### src/rtl/core/sqsc_pkg.sv
// shared types, constants and helpers for the sprite quad setup and cull block
package sqsc_pkg;

   localparam int unsigned MaxRecordsDefault = 4096;
   localparam int unsigned SlotLimit = 4096;

   typedef enum logic [1:0] {
      STATUS_SKIPPED = 2'd0,
      STATUS_CULLED  = 2'd1,
      STATUS_DRAWN   = 2'd2
   } status_type;

   localparam logic [2:0] CSR_SHAKE    = 3'd0;
   localparam logic [2:0] CSR_VIEW_X   = 3'd1;
   localparam logic [2:0] CSR_VIEW_Y   = 3'd2;
   localparam logic [2:0] CSR_VIEW_W   = 3'd3;
   localparam logic [2:0] CSR_VIEW_H   = 3'd4;
   localparam logic [2:0] CSR_MIX_EN   = 3'd5;
   localparam logic [2:0] CSR_MIX_ARGB = 3'd6;
   localparam logic [2:0] CSR_CAPACITY = 3'd7;

   localparam logic [7:0] KIND_ROUNDED = 8'd0;
   localparam logic [7:0] KIND_ROTATED = 8'd1;
   localparam logic [7:0] KIND_SKIP    = 8'd255;

   // one classified record handed from front to back
   typedef struct packed {
      status_type  status;
      logic [11:0] quad_index;
      logic [31:0] xl;
      logic [31:0] xr;
      logic [31:0] yt;
      logic [31:0] yb;
      logic [127:0] rot_x;
      logic [127:0] rot_y;
      logic        rotated;
      logic [31:0] vert_z;
      logic [31:0] u0;
      logic [31:0] u1;
      logic [31:0] v0;
      logic [31:0] v1;
      logic [31:0] color;
   } quad_type;

   function automatic logic [7:0] mix_channel(input logic [7:0] c, input logic [7:0] m);
      logic [15:0] p;
      begin
         p = 16'(c) * 16'(m);
         mix_channel = (p[15:7] >= 9'd256) ? 8'hFF : p[14:7];
      end
   endfunction

endpackage

### src/rtl/core/sqsc_queue.sv
// two-entry queue between front and back ends
module sqsc_queue
   import sqsc_pkg::*;
(
   input  logic     clock,
   input  logic     reset,
   input  logic     in_valid,
   output logic     in_ready,
   input  quad_type in_data,
   output logic     out_valid,
   input  logic     out_ready,
   output quad_type out_data
);

   quad_type  mem_ff [2];
   logic      wp_ff, rp_ff;
   logic [1:0] cnt_ff;
   logic      push, pop;

   assign in_ready = (cnt_ff != 2'd2);
   assign out_valid = (cnt_ff != 2'd0);
   assign out_data = mem_ff[rp_ff];
   assign push = in_valid && in_ready;
   assign pop = out_valid && out_ready;

   always_ff @(posedge clock) begin
      if (reset) begin
         wp_ff <= 1'b0;
         rp_ff <= 1'b0;
         cnt_ff <= '0;
      end else begin
         if (push) wp_ff <= ~wp_ff;
         if (pop) rp_ff <= ~rp_ff;
         cnt_ff <= cnt_ff + {1'b0, push} - {1'b0, pop};
      end
      if (push) mem_ff[wp_ff] <= in_data;
   end

endmodule

### config.mk
export PLATFORM = sky130hd
export DESIGN_NAME = sqsc_queue
export DESIGN_NICKNAME = d
export VERILOG_FILES = /design/src/rtl/core/sqsc_pkg.sv /design/src/rtl/core/sqsc_queue.sv
export SDC_FILE = /design/constraint.sdc
export NUM_CORES = 1
export LEC_CHECK = 0
export BUFFER_PORTS_ARGS = -buffer_cell sky130_fd_sc_hd__buf_2
export CORE_AREA = 2 2 462 464
export DETAILED_ROUTE_END_ITERATION = 8
export DIE_AREA = 0 0 464 466
export HOLD_SLACK_MARGIN = 0.15
export PLACE_DENSITY_LB_ADDON = 0.05
export SYNTH_ARGS = -nofsm -noshare
export SYNTH_HDL_FRONTEND = slang
export SYNTH_SLANG_ARGS = --single-unit
export TNS_END_PERCENT = 10
### constraint.sdc
create_clock -name clock -period 43.3 [get_ports clock]
set_input_delay 2.165 -clock clock [delete_from_list [all_inputs] [get_ports clock]]
set_output_delay 2.165 -clock clock [all_outputs]
set_load 0.005 [all_outputs]
# After elaboration in Yosys (flattened, before gate mapping)
# Memory sizes are Yosys's and may differ from the RTL's. A register that Yosys moved wholly into a read port is not among the register bits.
# Index checks and enable logic that the tools add are counted.
totals:
  register_bits: 4
  ram_bits: 1182
  inputBits: 595
  elab_cells: 16
  memories: 1
classes:
  n_addsub: 2
  n_eq_ne: 1
  muxes: 4
  bitwise: 2
  n_reduce_logical: 3
mem_list:
  columns: ["name", "words", "word_bits", "rd", "rd_clocked_by_memory_dff", "write_ports", "line_no", "text"]
  rows:
  - ["mem_ff", 2, 591, 1, 1, 1, "sqsc_queue.sv:15", "quad_type mem_ff [2];"]
ops:
  columns: ["op", "count"]
  rows:
  - ["1-bit two-way mux", 4]
  - ["2-bit by 1-bit adder with 2-bit output", 1]
  - ["1-bit logical AND", 2]
  - ["2-bit inequality test, second input constant", 1]
  - ["1-bit inverter", 2]
  - ["2-bit nonzero test", 1]
  - ["2-bit by 1-bit subtractor with 2-bit output", 1]

# Logic depth before layout (Yosys ltp)
logic_depth:
  word_depth: 4
  ltp_mapped: 8

# Least setup slack after synthesis
# Ideal clock, no wire load.
synth_timing:
  path_kind: "input-to-reg"
  start: "input in_valid"
  end: "memory mem_ff[0][0] (netlist bit) (enable)"
  setup_time_ps: 1559
  t_arrival_ps: 26688
  t_required_ps: 41741
  setup_slack_ps: 15053
  cell_stages: 2
  path_buffers: 0
  cell_sequence: "nand2_1 nor2_1"
synth_via:
  elab_chain_len: 3
synth_lines:
  columns: ["element", "line_no", "text"]
  rows:
  - ["start, declared", "sqsc_queue.sv:7", "input logic in_valid,"]
  - ["1-bit logical AND", "sqsc_queue.sv:23", "assign push = in_valid && in_ready;"]
  - ["1-bit two-way mux", "sqsc_queue.sv:36", "if (push) mem_ff[wp_ff] <= in_data;"]
  - ["1-bit two-way mux (not written as such)", "sqsc_queue.sv:36", null]
  - ["end, declared", "sqsc_queue.sv:15", null]
# No other way between the ends.

==> out/summary.txt <==
status: finished, final reports clean
Final ANT Viol Nets: 0
Area Overhead vs Synth: 31.45%
post_cts resized: 0
Mapped Nets: 2460
DR iter-0 viols: 1046
CTS clk-pin slew, worst paths: 50 ps
final setup vio count: 0
hold_buf cts: 0
RSZ-0062 raised after global routing: false
layout cell share with drive strength beyond 1: 61.00%
Syn Inst Count: 1863
Post-Route WL: 147500 µm
Max Transition Viols Final: 0
DR pass1 iterations: 7
DR WL/cell: 24.08 µm
Clock Latency Late Sink: 770 ps
crit end category: output port
FILL cells: 21.53k
Largest stage delay, worst path: 930 ps
leak pwr: 0.02031 µW
Post-layout nets: 3754
Setup CP Type: flop to output port
crit path cell chain: buf_12 -> buf_4 -> buf_4 -> mux2_2 -> buf_2
Max Cap Viol: 0
vias in the first global route: 24.83k
largest net degree at the start of global routing: 146
Slowest-stage cell, CP: dfxtp_4
Layout Utilization: 26.83%
die height: 466 µm
count of different cell masters after synthesis: 16
HP Class: flop to flop
Vias: 23.29k
setup TNS: 0 ps
number of I/O port buffers: 1187
Top Ports: 1188
Critical Path RT: 41140 ps
minimum clock period: 7169 ps
register area share after synthesis: 82.55%
total grt overflow: 0
Worst Tran Pin Value: 1134 ps
final period utilization: 16.56%
number of buffers created by CTS: 148
most frequent cells in the layout: 1187 x buf_2, 1182 x edfxtp_1, 591 x mux2_2, 149 x clkbuf_16, 41 x clkbuf_1
CTS tree: yes
Clock Root Buffer: clkbuf_16
first-pass GRT wire length: 200100 µm
GRT Total Usage: 13.20%
die area: 216200 µm²
Arrival @ worst endpoint: 5000 ps
DPL Wire Length: 108100 µm
peak supply drop: 0.03593 mV
Vias/cell: 3.802
synthesized area per cell: 23.15 µm²
Crit path top cell by count: buf_4
Min Hold Slack: 515.7 ps
final worst slack: 36130 ps
max_slew headroom: 24.42%
initial core utilization: 20.41%
postcts setup bufs: 0
initial antenna violation count: 185
CP startpoint kind: flop
Clock Sinks: 1187
DRC viols: 0
Core Rows: 169
post-synth design cell area: 43120 µm²
CP max FO: 145
Die Width: 464 µm
Routability Congestion: 0.7822
Synth warnings: 0
worst clock skew: 29.54 ps
commonest non-fill, non-tap cell in the layout: buf_2
fmax: 0.1395 GHz
htree depth: 4
Seq cells post-synth: 1187
Hold Vio Cnt, Final: 0
CTS Buffer Depth: 3
final total power: 3354 µW
Power Dens Cells: 59.17 nW/µm²
core outline area: 211200 µm²
dpl ws: 35490 ps
-- routing by layer --
| metal | GRT usage [%] | up-vias | part of all wire [%] |
|---|---|---|---|
| met1 | 12.83 | 11530 | 34 |
| met5 | 0 | - | 0.55 |
| li1 | - | 10140 | - |
| met3 | 7.663 | 461 | 12 |
| met2 | 23.61 | 1025 | 51 |
| met4 | 3.613 | 128 | 2.8 |
-- synthesized netlist by cell type --
library cell	instances	area share, %
inv_1	1	0.0087
edfxtp_1	1182	82
o21a_1	1	0.017
nor2b_1	2	0.029
mux2_2	591	15
nand2_1	1	0.0087
ha_1	2	0.058
and3_1	1	0.015
or2_2	1	0.015
xnor2_1	2	0.041
xor2_1	1	0.020
dfxtp_1	5	0.23
nand2b_1	1	0.015
nor2_1	5	0.044
buf_6	66	1.7
mux2_1	1	0.026
-- flip-flops by register name, summed over array words and instances (netlist names), named ones only --
signal / cells
rp_ff: 1
wp_ff: 1
mem_ff: 1182
cnt_ff: 2
-- stage by stage --
step,cells,instance area (µm²)
finish,6125,56680
global route,6104,56630
CTS,6095,56600
detailed placement,5828,52090
global placement,5828,52090
floorplan,1863,43120
-- worst max-delay path, delay by kind of cell (launching register included) --
family | cells | cell delay, ps
buf+inv | 4 | 2430
flops | 1 | 930
mux | 1 | 450
-- report_power, final --
part / leakage (µW) / internal (µW) / switching [µW]
registers: 0.0111 / 1440 / 34.8
clock network: 0.00220 / 666 / 485
logic: 0.00702 / 311 / 412
-- cell families (layout without fill, tap and decap cells) --
family,count (synthesis),after routing,share of synthesized area [%]
other,0,30,0
buffers and inverters,67,1478,1.732
AND/OR/NAND/NOR,11,11,0.1248
XOR/XNOR,3,3,0.06095
AO/OA/AOI/OAI,1,1,0.01742
multiplexers,592,592,15.46
flip-flops,1187,1187,82.55
adder cells (fa/ha/maj),2,2,0.05802
-- final cells by class --
| type | count | area [µm²] | share of cell area (%) |
|---|---|---|---|
| inverter | 1 | 3.754 | 0.006623 |
| clock inverter | 77 | 635.6 | 1.121 |
| clock buffer | 190 | 3882 | 6.850 |
| tap | 2821 | 3530 | 6.227 |
| sequential | 1187 | 35600 | 62.81 |
| multi-input combinational | 609 | 6792 | 11.98 |
| timing repair buffer | 1210 | 6163 | 10.87 |
| antenna | 30 | 75.07 | 0.1325 |
-- path summary, 6_finish.rpt --
check            start        endpoint  slack, ps  cells past startpoint
min              rp_ff           rp_ff        520                      2
max reg2reg  cnt_ff[0]  mem_ff[0][354]      37500                      8
max               flop   out_data[476]      36130                      5
min reg2reg      rp_ff           rp_ff        520                      2
No activity file was read; power rests on OpenSTA's default activity.
