### src/rtl/core/sqsc_pkg.sv
// shared types, constants and helpers for the sprite quad setup and cull block
package sqsc_pkg;

   localparam int unsigned MaxRecordsDefault = 4096;
   localparam int unsigned SlotLimit = 4096;

   typedef enum logic [1:0] {
      STATUS_SKIPPED = 2'd0,
      STATUS_CULLED  = 2'd1,
      STATUS_DRAWN   = 2'd2
   } status_type;

   localparam logic [2:0] CSR_SHAKE    = 3'd0;
   localparam logic [2:0] CSR_VIEW_X   = 3'd1;
   localparam logic [2:0] CSR_VIEW_Y   = 3'd2;
   localparam logic [2:0] CSR_VIEW_W   = 3'd3;
   localparam logic [2:0] CSR_VIEW_H   = 3'd4;
   localparam logic [2:0] CSR_MIX_EN   = 3'd5;
   localparam logic [2:0] CSR_MIX_ARGB = 3'd6;
   localparam logic [2:0] CSR_CAPACITY = 3'd7;

   localparam logic [7:0] KIND_ROUNDED = 8'd0;
   localparam logic [7:0] KIND_ROTATED = 8'd1;
   localparam logic [7:0] KIND_SKIP    = 8'd255;

   // one classified record handed from front to back
   typedef struct packed {
      status_type  status;
      logic [11:0] quad_index;
      logic [31:0] xl;
      logic [31:0] xr;
      logic [31:0] yt;
      logic [31:0] yb;
      logic [127:0] rot_x;
      logic [127:0] rot_y;
      logic        rotated;
      logic [31:0] vert_z;
      logic [31:0] u0;
      logic [31:0] u1;
      logic [31:0] v0;
      logic [31:0] v1;
      logic [31:0] color;
   } quad_type;

   function automatic logic [7:0] mix_channel(input logic [7:0] c, input logic [7:0] m);
      logic [15:0] p;
      begin
         p = 16'(c) * 16'(m);
         mix_channel = (p[15:7] >= 9'd256) ? 8'hFF : p[14:7];
      end
   endfunction

endpackage

### src/rtl/core/sqsc_back.sv
// back end: emits one word per skipped or culled record or four vertex words per drawn quad
module sqsc_back
   import sqsc_pkg::*;
(
   input  logic        clock,
   input  logic        reset,
   input  logic        q_valid,
   output logic        q_ready,
   input  quad_type    q_data,
   output logic        rsp_valid,
   input  logic        rsp_ready,
   output logic [1:0]  rsp_status,
   output logic [11:0] rsp_quad_index,
   output logic [1:0]  rsp_corner,
   output logic signed [31:0] rsp_vert_x,
   output logic signed [31:0] rsp_vert_y,
   output logic signed [31:0] rsp_vert_z,
   output logic signed [31:0] rsp_tex_u,
   output logic signed [31:0] rsp_tex_v,
   output logic [31:0] rsp_vert_color,
   output logic        rsp_last
);

   logic [1:0] k_ff;
   logic       drawn;
   logic       fin;

   assign drawn = (q_data.status == STATUS_DRAWN);
   assign fin = !drawn || (k_ff == 2'd3);
   assign rsp_valid = q_valid;
   assign q_ready = rsp_ready && fin;
   assign rsp_status = q_data.status;
   assign rsp_quad_index = q_data.quad_index;
   assign rsp_corner = drawn ? k_ff : 2'd0;
   assign rsp_vert_x = !drawn ? 32'sd0 : q_data.rotated ? q_data.rot_x[k_ff*32 +: 32] :
                       (k_ff[0] ? q_data.xr : q_data.xl);
   assign rsp_vert_y = !drawn ? 32'sd0 : q_data.rotated ? q_data.rot_y[k_ff*32 +: 32] :
                       (k_ff[1] ? q_data.yb : q_data.yt);
   assign rsp_vert_z = q_data.vert_z;
   assign rsp_tex_u = !drawn ? 32'sd0 : (k_ff[0] ? q_data.u1 : q_data.u0);
   assign rsp_tex_v = !drawn ? 32'sd0 : (k_ff[1] ? q_data.v1 : q_data.v0);
   assign rsp_vert_color = q_data.color;
   assign rsp_last = fin;

   always_ff @(posedge clock) begin
      if (reset) begin
         k_ff <= '0;
      end else if (q_valid && rsp_ready) begin
         k_ff <= fin ? 2'd0 : k_ff + 2'd1;
      end
   end

endmodule

### config.mk
export PLATFORM = sky130hd
export DESIGN_NAME = sqsc_back
export DESIGN_NICKNAME = d
export VERILOG_FILES = /design/src/rtl/core/sqsc_pkg.sv /design/src/rtl/core/sqsc_back.sv
export SDC_FILE = /design/constraint.sdc
export NUM_CORES = 1
export LEC_CHECK = 0
export CAP_MARGIN = 20
export CORE_AREA = 3 3 311 313
export CTS_BUF_LIST = sky130_fd_sc_hd__clkbuf_4 sky130_fd_sc_hd__clkbuf_8
export CTS_CLUSTER_SIZE = 12
export DETAILED_ROUTE_END_ITERATION = 8
export DIE_AREA = 0 0 314 316
export DONT_BUFFER_PORTS = 1
export PLACE_DENSITY_LB_ADDON = 0.3
export SYNTH_ARGS = -nofsm -noshare
export SYNTH_HDL_FRONTEND = slang
export SYNTH_SLANG_ARGS = --single-unit
export TNS_END_PERCENT = 5
### constraint.sdc
create_clock -name clock -period 1.4 [get_ports clock]
set_clock_uncertainty 0.15 [all_clocks]
set_input_delay 0.14 -clock clock [delete_from_list [all_inputs] [get_ports clock]]
set_output_delay 0.14 -clock clock [all_outputs]
set_load 0.01 [all_outputs]
After elaboration in Yosys (flattened, before gate mapping)

Index checks and enable logic that the tools add are counted.

Add/sub/neg operators: 1
Eq/ne operators: 2
Shifts and indexed selects: 2
Muxes and demuxes: 12
Reduce and logical (&&, ||, !) cells: 4

Operators with widths:

| cell                                                          | count |
|---|---|
| 32-bit two-way mux                                            | 10 |
| 128-bit by 8-bit variable part select with 32-bit output      | 2 |
| 2-bit equality test, second input constant                    | 2 |
| 2-bit two-way mux                                             | 2 |
| 2-bit by 1-bit adder with 2-bit output, second input constant | 1 |
| 1-bit logical AND                                             | 2 |
| 1-bit logical NOT                                             | 1 |
| 1-bit logical OR                                              | 1 |

Bits in registers: 2

Depth between registers and ports, before layout

Gate-level depths: netlist of run 1.

Depth in word-level cells: 4
Depth in mapped cells: 6
Depth with buffers taken out: 4

Least setup slack after synthesis of run 1

Ideal clock, no wire load.

Kind: register to output
Start point: reg k_ff[0]
End point: out rsp_vert_y[14]
Arrival time: 1313 ps
Setup slack: -203 ps
Cell stages (with the launch flop): 7
Buffers on the path: 3
Path through: dfxtp_1 -> buf_2 -> buf_6 -> buf_2 -> mux2_2 -> nand2_1 -> o221ai_1

Cells in the longest elaborated chain, start to end: 3

RTL lines:

| item                                                     | line            | text |
|---|---|---|
| start, declared                                          | sqsc_back.sv:24 | `logic [1:0] k_ff;` |
| start signal, assigned                                   | sqsc_back.sv:49 | `k_ff <= fin ? 2'd0 : k_ff + 2'd1;` |
| 128-bit by 8-bit variable part select with 32-bit output | sqsc_back.sv:37 | `assign rsp_vert_y = !drawn ? 32'sd0 : q_data.rotated ? q_data.rot_y[k_ff*32 +: 32] :` |
| 32-bit two-way mux (2 in series)                         | sqsc_back.sv:37 |  |
| end, declared                                            | sqsc_back.sv:16 | `output logic signed [31:0] rsp_vert_y,` |

Every way passes these cells.

Worst setup path in the final report of run 1

Start point: reg k_ff[0]
End point: out rsp_vert_x[30]

Cells in the longest elaborated chain, start to end: 3
Elaborated cells on any way between the ends: 4
Those cells by class: shift (1); mux (3)

RTL lines:

| item                                                                                           | line                             | text |
|---|---|---|
| 128-bit by 8-bit variable part select with 32-bit output or 32-bit two-way mux (tied branches) | sqsc_back.sv:35, sqsc_back.sv:36 |  |
| 32-bit two-way mux (*) (2 in series)                                                           | sqsc_back.sv:35                  | `assign rsp_vert_x = !drawn ? 32'sd0 : q_data.rotated ? q_data.rot_x[k_ff*32 +: 32] :` |
| end, declared                                                                                  | sqsc_back.sv:15                  | `output logic signed [31:0] rsp_vert_x,` |

Every way passes the cells marked *; elsewhere a longest branch is shown, timed or not.

==> impl_metrics.json, run 1 <==
{
  "start_util_pct": 5.02,
  "first_global_vias": 5495,
  "grt_max_degree": 46,
  "leakage_nw": 2.55,
  "dr.pass1.iters": 4,
  "crit_start": "k_ff[0]",
  "rsz0062_at_grt": "true",
  "antenna_left": 0,
  "synthTopCellsByArea": "mux2i_1 (40%), mux2_2 (15%), buf_4 (15%), o221ai_1 (12%), nand2_1 (5.3%)",
  "status": "finished with violations",
  "worst_setup_path_start_kind": "flip-flop",
  "maxCapViolCount": 0,
  "layoutNonFillerInstCount": 1939,
  "synth_flop_cell": "dfxtp_1",
  "synth_edf_count": 0,
  "end_kind": "output port",
  "clock_latency_ns": 0.23,
  "die_x_um": 314,
  "place_inst": 1885,
  "seq_power_share_pct": 2.6,
  "cp_max_fo": 7,
  "drc": 0,
  "internal-power_mw": 1.17,
  "synth.distinct_cells": 22,
  "synth_common_cells": "mux2i_1 (192), buf_4 (92), nand2_1 (67)",
  "antenna_found_initial": 23,
  "fillers": 10900,
  "period_needed_ns": 2.07,
  "min_from": "q_data[581]",
  "port_buffers": 0,
  "syn-instance-count": 604,
  "final_nets": 1255,
  "largest_reg_flops": 2,
  "grt_pass1_wl_mm": 60.5,
  "grtUsageTotal_pct": 9.58,
  "drtIter0Drc": 216,
  "finalCritPeriodShare_pct": 148,
  "synth_top_area_cell": "mux2i_1",
  "wl_per_cell_um": 28.2,
  "async_flop_share_pct": 0,
  "drt-total-wl_mm": 54.6,
  "met3_length_mm": 4.05,
  "drive_gt1_share_pct": 63.2,
  "peakVddDrop_mv": 0.147,
  "synth_fp_nets": 1200,
  "final_cell_area_sq_mm": 0.00890,
  "syn_area_per_cell_sq_um": 7.86,
  "slew_headroom_pct": 68.5,
  "synth_warnings": 0,
  "rows": 113,
  "numCtsBuffers": 3,
  "fmax_mhz": 484,
  "p_per_area_mw_per_mm2": 255,
  "num_vias": 5444,
  "overflow": 0,
  "cts.sinks": 2,
  "top_layer_used": "met5",
  "maxSlewViolCount": 0,
  "vias_per_cell": 2.81,
  "min_path_type": "in2out",
  "worst_pin_slew_ns": 0.472,
  "fp.dieArea_sq_mm": 0.0992,
  "synth_most_common_cell": "mux2i_1",
  "clockBufferDepth": 2,
  "critical_path_arrival_ns": 1.78,
  "violations": "setup timing",
  "coreArea_sq_mm": 0.0946,
  "pwr-share-clk_pct": 12.2,
  "cts_tree": "built",
  "crit_type": "reg2out",
  "yosysSeqAreaShare_pct": 0.843,
  "wl_met2_mm": 25.7,
  "reg2reg_from": "k_ff[0]",
  "die_h_um": 316,
  "cts.clk_slew.worst_paths_ns": 0.04,
  "regMostFlops": "k_ff",
  "setup_slack_ns": -0.667,
  "areaGrowthSynthToFinish_pct": 87.5,
  "setup_violations": 134,
  "netSwitchingPower_mw": 1.11,
  "holdWs_ns": 0.130,
  "yosys.area.top_type_share_pct": 40.5,
  "hold_viol": 0,
  "largestRegisters": "k_ff (2)",
  "cts_max_level": 1,
  "ys_ff_latch": 2,
  "syn-cell-area_sq_mm": 0.00475,
  "hpwl_mm": 46.8,
  "wl_met1_mm": 22.3,
  "place_area_sq_mm": 0.00754,
  "crit_required_ns": 1.11,
  "clock-root-buffer": "clkbuf_8",
  "switching_share_pct": 48.6,
  "pwr-share-comb_pct": 85.2,
  "pin_count": 806,
  "finalWeightedCongestion": 0.819
}
[timing repair]
| action | CTS | global route |
|---|---|---|
| gates cloned | 2 | 8 |
| pin swaps | 3 | 5 |
| hold buffers | 3 | 0 |
| endpoints found under the setup margin | 134 | 134 |
| buffers inserted | 7 | 16 |
| resized for setup | 80 | 95 |
| endpoints found under the hold margin | 2 | 0 |
[cell usage in the layout (no fill, tap or decap), types with 8 or more instances in the layout]
cell type	synthesis	layout
o221ai_2	0	57
mux2_2	64	41
nand2_2	0	43
nor2_1	64	60
mux2i_4	0	11
mux2i_2	0	24
buf_12	0	46
mux2i_1	192	157
mux2_4	0	23
buf_6	1	36
buf_4	92	86
clkbuf_16	0	8
nand2_1	67	18
diode_2	0	17
[power groups by stage]
stage	Sequential [mW]	Clock [mW]	Combinational, mW
4_1_cts	0.0596	0.309	1.83
3_3_place_gp	0.0601	0	1.66
2_1_floorplan	0.0598	0	1.10
6_report	0.0581	0.278	1.94
5_1_grt	0.0581	0.312	2.08
3_5_place_dp	0.0604	0	1.68
[cells by family after synthesis]
kind of cell / Yosys count / synth area share [%]
muxes: 256 / 55.7
adders and majority gates: 1 / 0.263
AOI/OAI and AO/OA: 66 / 12.0
buffers and inverters: 136 / 19.1
DFF: 2 / 0.843
and+or+nand+nor: 143 / 12.1
[path summary, 6_finish.rpt]
path / cells past startpoint / slack [ns] / to
hold / removal: 0 / 0.13 / rsp_quad_index[4]
setup / recovery: 7 / -0.67 / rsp_vert_x[30]
setup reg to reg: 6 / -0.63 / k_ff[0]
hold reg to reg: 3 / 0.65 / k_ff[1]
[stage by stage]
step	total power [mW]	util, %	TNS, ns	setup slack, ns
6_report	2.27	9.41	-63.96	-0.667
5_1_grt	2.45	9.40	-74.48	-0.727
4_1_cts	2.19	8.57	-73.28	-0.714
3_5_place_dp	1.74	7.97	-43.58	-1.08
3_3_place_gp	1.72	7.97	-41.40	-1.10
2_1_floorplan	1.16	-	-3.33	-0.0442
[cell type report]
| class | count | area, sq um | share of cell area [%] |
|---|---|---|---|
| Timing Repair Buffer | 186 | 2370 | 26.6 |
| Multi-Input combinational cell | 466 | 4820 | 54.1 |
| Antenna cell | 17 | 42.5 | 0.478 |
| Tap cell | 1265 | 1580 | 17.8 |
| Sequential cell | 2 | 47.5 | 0.534 |
| Clock buffer | 3 | 41.3 | 0.464 |
[worst max-delay path: stages (launching register included)]
cell and delay [ns]:
dfxtp_4 0.40, buf_6 0.13, buf_12 0.15, buf_12 0.12, mux2i_2 0.28, buf_4 0.20
o221ai_2 0.09, buf_4 0.17
[layer usage]
| metal | track usage (%) | up-vias |
|---|---|---|
| met5 | 0 | - |
| met3 | 2.63 | 100 |
| met4 | 3.54 | 4 |
| met2 | 16.4 | 497 |
| met1 | 11.4 | 2561 |
| li1 | - | 2282 |
No activity file was read; power rests on OpenSTA's default activity.
==> run 2, diff against run 1 <==
--- a/config.mk
+++ b/config.mk
@@ -12,7 +12,8 @@
 export DETAILED_ROUTE_END_ITERATION = 8
 export DIE_AREA = 0 0 314 316
 export DONT_BUFFER_PORTS = 1
-export PLACE_DENSITY_LB_ADDON = 0.3
+export PLACE_DENSITY = 0.3
+export SETUP_SLACK_MARGIN = 0.15
 export SYNTH_ARGS = -nofsm -noshare
 export SYNTH_HDL_FRONTEND = slang
 export SYNTH_SLANG_ARGS = --single-unit
==> run 2 against run 1 <==
The flow still finishes with violations (setup timing). Register-to-register slack better by 0.36 ns. Worst hold slack worse by 0.12 ns. Flip-flop and latch count stayed put. Sequential share of layout area hardly changed. Critical path depth is 1 lower. Setup slack better by 0.043 ns. First-iteration DRC count is 19% lower. Cell area is 6.3% lower. Cell count is 1.7% lower. Clock power is 19% lower. Die area stayed put. Maximum frequency is 2.1% higher. Largest power group unchanged.
==> impl_metrics.json, run 2 (synthesis results as in run 1) <==
{
  "vias_per_cell": 2.71,
  "status": "finished with violations",
  "place_inst": 1873,
  "largest_reg_flops": 2,
  "rsz0062_at_grt": "true",
  "seq_power_share_pct": 2.8,
  "drt-total-wl_mm": 44.7,
  "antenna_found_initial": 19,
  "start_util_pct": 5.02,
  "rr_worst_depth": 5,
  "fmax_mhz": 494,
  "regMostFlops": "k_ff",
  "coreArea_sq_mm": 0.0946,
  "critical_path_arrival_ns": 1.73,
  "hold_viol": 0,
  "reg2reg_from": "k_ff[0]",
  "cts_tree": "built",
  "internal-power_mw": 1.08,
  "worst_pin_slew_ns": 0.401,
  "clock_latency_ns": 0.21,
  "pin_count": 806,
  "peakVddDrop_mv": 0.319,
  "end_kind": "output port",
  "wl_per_cell_um": 23.5,
  "drtIter0Drc": 175,
  "drive_gt1_share_pct": 55.8,
  "min_from": "rsp_ready",
  "maxSlewViolCount": 0,
  "period_needed_ns": 2.02,
  "setup_violations": 133,
  "holdPathStages": 3,
  "netSwitchingPower_mw": 0.959,
  "antenna_left": 0,
  "place_area_sq_mm": 0.00753,
  "port_buffers": 0,
  "layout_common_cells": "mux2i_1 (164), buf_4 (84), nor2_1 (60)",
  "overflow": 0,
  "final_common_cell": "mux2i_1",
  "rows": 113,
  "fp.dieArea_sq_mm": 0.0992,
  "die_x_um": 314,
  "r2r_end": "k_ff[0]",
  "clockBufferDepth": 2,
  "areaGrowthSynthToFinish_pct": 75.7,
  "r2r_slack_ns": -0.27,
  "pwr-share-clk_pct": 11.0,
  "final_cell_area_sq_mm": 0.00834,
  "fillers": 10900,
  "layoutNonFillerInstCount": 1906,
  "num_vias": 5163,
  "slew_headroom_pct": 72.5,
  "cts.clk_slew.worst_paths_ns": 0.03,
  "finalCritPeriodShare_pct": 145,
  "crit_required_ns": 1.11,
  "setup_slack_ns": -0.624,
  "setup_tns_ns": -60.24,
  "cp_max_fo": 9,
  "cts.sinks": 2,
  "worst_setup_path_start_kind": "flip-flop",
  "cts_max_level": 1,
  "die_h_um": 316,
  "grt_pass1_wl_mm": 54.1,
  "numCtsBuffers": 3,
  "crit_type": "reg2out",
  "pwr-share-comb_pct": 86.2,
  "finalWeightedCongestion": 0.802,
  "grtUsageTotal_pct": 8.18,
  "min_to": "k_ff[1]",
  "first_global_vias": 5676,
  "p_per_area_mw_per_mm2": 245,
  "switching_share_pct": 47.0,
  "violations": "setup timing",
  "leakage_nw": 2.32,
  "grt_max_degree": 43,
  "hpwl_mm": 39.4,
  "dr.pass1.iters": 4,
  "drc": 0,
  "final_nets": 1225,
  "maxCapViolCount": 0,
  "largestRegisters": "k_ff (2)",
  "min_path_type": "in2reg",
  "clock-root-buffer": "clkbuf_8"
}
## run 2: changes by cell type in the layout (fill, tap and decap cells not counted), moves of 3 or more
cell / previous run / this run
buf_12: 46 / 43
buf_6: 36 / 16
clkbuf_16: 8 / 1
diode_2: 17 / 14
mux2_2: 41 / 35
mux2_4: 23 / 29
mux2i_1: 157 / 164
mux2i_2: 24 / 21
mux2i_4: 11 / 7
nand2_1: 18 / 38
nand2_2: 43 / 26
nand2_4: 6 / 3
## run 2: per-stage QoR
step	util, %	hold WS, ns	power, mW	setup slack [ns]
after detailed placement	7.96	0.0535	1.69	-0.851
after CTS	8.72	0.00613	2.11	-0.661
after floorplan	-	0.0517	1.16	-0.0442
after global routing	8.81	0.0382	2.19	-0.685
final	8.82	0.00793	2.04	-0.624
after global placement	7.96	0.0524	1.68	-0.789
## run 2: critical path, stage by stage (launching register included)
cell and delay [ns]:
dfxtp_4 0.35, buf_12 0.18, buf_16 0.17, mux2_2 0.33, nand2_1 0.06, o221ai_1 0.16
buf_4 0.21
## run 2: power groups by stage
stage	Clock (mW)	Sequential, mW	Combinational, mW
after floorplan	0	0.0598	1.10
after global placement	0	0.0645	1.61
after detailed placement	0	0.0651	1.63
after global routing	0.241	0.0567	1.89
after CTS	0.229	0.0566	1.83
final	0.225	0.0567	1.76
## run 2: worst max path at each step
stage / slack, ns / cells past startpoint / end / from
3_5_place_dp: -0.85 / 5 / rsp_vert_x[29] / k_ff[0]
6_report: -0.62 / 6 / rsp_vert_y[31] / k_ff[0]
2_1_floorplan: -0.04 / 6 / rsp_vert_y[20] / k_ff[1]
3_3_place_gp: -0.79 / 5 / rsp_vert_x[29] / k_ff[0]
5_1_grt: -0.68 / 7 / rsp_vert_y[0] / k_ff[1]
4_1_cts: -0.66 / 7 / rsp_vert_y[0] / k_ff[1]
## run 2: per-layer routing
| layer | global-route usage [%] | vias to the layer above | wire length (um) |
|---|---|---|---|
| met1 | 9.84 | 2381 | 18000 |
| met3 | 1.54 | 94 | 3120 |
| li1 | - | 2215 | - |
| met4 | 3.98 | 2 | 2490 |
| met2 | 14.0 | 471 | 21100 |
| met5 | 0 | - | 7 |
## run 2: repair_timing
action,4_1_cts,5_1_grt
gates resized for setup,95,7
setup buffers,7,0
hold endpoints to repair,2,0
cloned,5,1
pin swaps,5,1
endpoints found under the setup margin,134,134
hold buffers,3,0
## run 2: final cells by class
type | count | area [sq um] | area share (%)
Tap cell | 1265 | 1580 | 19.0
Antenna cell | 14 | 35.0 | 0.420
Sequential cell | 2 | 47.5 | 0.570
Clock buffer | 3 | 41.3 | 0.495
Timing Repair Buffer | 156 | 1970 | 23.6
Multi-Input combinational cell | 466 | 4670 | 56.0
==> run 3, diff against run 2 <==
--- a/config.mk
+++ b/config.mk
@@ -6,11 +6,11 @@
 export NUM_CORES = 1
 export LEC_CHECK = 0
 export CAP_MARGIN = 20
-export CORE_AREA = 3 3 311 313
+export CORE_AREA = 3 3 312 314
 export CTS_BUF_LIST = sky130_fd_sc_hd__clkbuf_4 sky130_fd_sc_hd__clkbuf_8
 export CTS_CLUSTER_SIZE = 12
 export DETAILED_ROUTE_END_ITERATION = 8
-export DIE_AREA = 0 0 314 316
+export DIE_AREA = 0 0 315 317
 export DONT_BUFFER_PORTS = 1
 export PLACE_DENSITY = 0.3
 export SETUP_SLACK_MARGIN = 0.15
==> run 3 against run 2 <==
The flow still finishes with violations (setup timing). Combinational power increased by 5%. Power rose by 4.7%. Critical path depth did not move. Global-route usage down 0.38 points. Largest cell class unchanged.
==> impl_metrics.json, run 3 (synthesis results as in run 1) <==
{
  "status": "finished with violations",
  "violations": "setup timing",
  "cts_tree": "built",
  "coreArea_sq_mm": 0.0949,
  "hpwl_mm": 39.1,
  "internal-power_mw": 1.14,
  "wl_per_cell_um": 23.6,
  "finalPower_mw": 2.14,
  "seq_area_sq_um": 47.5,
  "slew_headroom_pct": 61.7,
  "use_met3_pct": 0.971,
  "cts_max_level": 1,
  "die_h_um": 317,
  "num_vias": 5157,
  "grtUsageTotal_pct": 7.80,
  "final_cell_area_sq_mm": 0.00863,
  "setup_violations": 133,
  "period_needed_ns": 2.08,
  "critical_path_arrival_ns": 1.79,
  "clockBufferDepth": 2,
  "leakage_nw": 2.44,
  "seq_power_share_pct": 2.6,
  "pwr-share-comb_pct": 86.4,
  "largestRegisters": "k_ff (2)",
  "cts.clk_slew.worst_paths_ns": 0.03,
  "rows": 113,
  "final_common_cell": "mux2i_1",
  "busiest_layer": "met2",
  "fp.dieArea_sq_mm": 0.0999,
  "drtIter0Drc": 169,
  "areaGrowthSynthToFinish_pct": 81.8,
  "fmax_mhz": 482,
  "finalCritPeriodShare_pct": 148,
  "min_from": "rsp_ready",
  "r2r_end": "k_ff[0]",
  "drive_gt1_share_pct": 59.5,
  "met1_usage_pct": 9.17,
  "holdPathStages": 3,
  "start_util_pct": 5.01,
  "min_to": "k_ff[1]",
  "dp_slack_ns": -0.921,
  "layout_common_cells": "mux2i_1 (154), buf_4 (76), o221ai_2 (60)",
  "peakVddDrop_mv": 0.322,
  "worst_pin_slew_ns": 0.575,
  "rsz0062_at_grt": "true",
  "hold_viol": 0,
  "crit_type": "reg2out",
  "first_global_vias": 5629,
  "antenna_left": 0,
  "final_nets": 1238,
  "drt-total-wl_mm": 45.0,
  "port_buffers": 0,
  "rr_worst_depth": 6,
  "layoutNonFillerInstCount": 1909,
  "place_area_sq_mm": 0.00742,
  "largest_reg_flops": 2,
  "grt_max_degree": 52,
  "end_kind": "output port",
  "clock_latency_ns": 0.22,
  "vias_per_cell": 2.70,
  "regMostFlops": "k_ff",
  "holdWs_ns": 0.0108,
  "multi_input_area_sq_mm": 0.00474,
  "crit_required_ns": 1.11,
  "cts.sinks": 2,
  "fillers": 10900,
  "reg2reg_from": "k_ff[0]",
  "worst_setup_path_start_kind": "flip-flop",
  "min_path_type": "in2reg",
  "cp_max_fo": 5,
  "clock-root-buffer": "clkbuf_8",
  "gr-usage-met2_pct": 14.6,
  "drc": 0,
  "overflow": 0,
  "pin_count": 806,
  "place_inst": 1871,
  "maxSlewViolCount": 0,
  "netSwitchingPower_mw": 0.998,
  "pwr-share-clk_pct": 11.0,
  "switching_share_pct": 46.7,
  "antenna_found_initial": 5,
  "dr.pass1.iters": 4,
  "finalWeightedCongestion": 0.786,
  "die_x_um": 315,
  "r2r_slack_ns": -0.50,
  "p_per_area_mw_per_mm2": 247,
  "maxCapViolCount": 0,
  "setup_slack_ns": -0.675,
  "grt_pass1_wl_mm": 52.1,
  "numCtsBuffers": 3
}
run 3: repair_timing:
action,in CTS,in global routing
hold buffers,3,0
resized for setup,112,37
buffers inserted,9,5
setup endpoints to repair,134,134
endpoints found under the hold margin,2,0
pin swaps,1,3
cloned,5,9
run 3: metal layers:
layer / wire length (um) / part of all wire (%)
met5: 0 / 0
met2: 22800 / 51
met3: 2580 / 5.7
met4: 2050 / 4.5
met1: 17600 / 39
run 3: worst max path at each step:
stage,depth (start not counted),endpoint,start,slack [ns]
floorplan,6,rsp_vert_y[20],k_ff[1],-0.04
global placement,5,rsp_vert_x[28],k_ff[0],-0.88
detailed placement,5,rsp_vert_x[28],k_ff[0],-0.92
CTS,6,rsp_vert_x[9],k_ff[0],-0.68
global route,6,rsp_vert_x[15],k_ff[1],-0.69
finish,6,rsp_vert_x[9],k_ff[0],-0.68
run 3: metrics by stage:
step / utilization [%] / TNS [ns]
after detailed placement: 7.82 / -53.94
after CTS: 8.66 / -67.39
after floorplan: - / -3.33
after global placement: 7.82 / -50.84
after global routing: 9.10 / -70.11
final: 9.10 / -60.88
run 3: power by group through the flow:
stage               Combinational [mW]  Clock, mW  Sequential, mW
floorplan                         1.10          0          0.0598
global placement                  1.61          0          0.0678
detailed placement                1.63          0          0.0682
CTS                               1.82      0.237          0.0605
global route                      1.99      0.251          0.0565
finish                            1.85      0.235          0.0564
run 3: critical path, cell delays in order, from the launching register on:
cell and delay [ns]:
dfxtp_4 0.34, buf_12 0.14, clkbuf_16 0.18, clkbuf_16 0.15, mux2i_2 0.39, o221ai_4 0.17, buf_12 0.17
run 3: cell type report:
cell class                 instances  share of cell area (%)
antenna                            4                   0.116
clock buffer                       3                   0.478
multi-input combinational        466                    54.9
sequential                         2                   0.551
tap                             1265                    18.3
timing repair buffer             169                    25.6
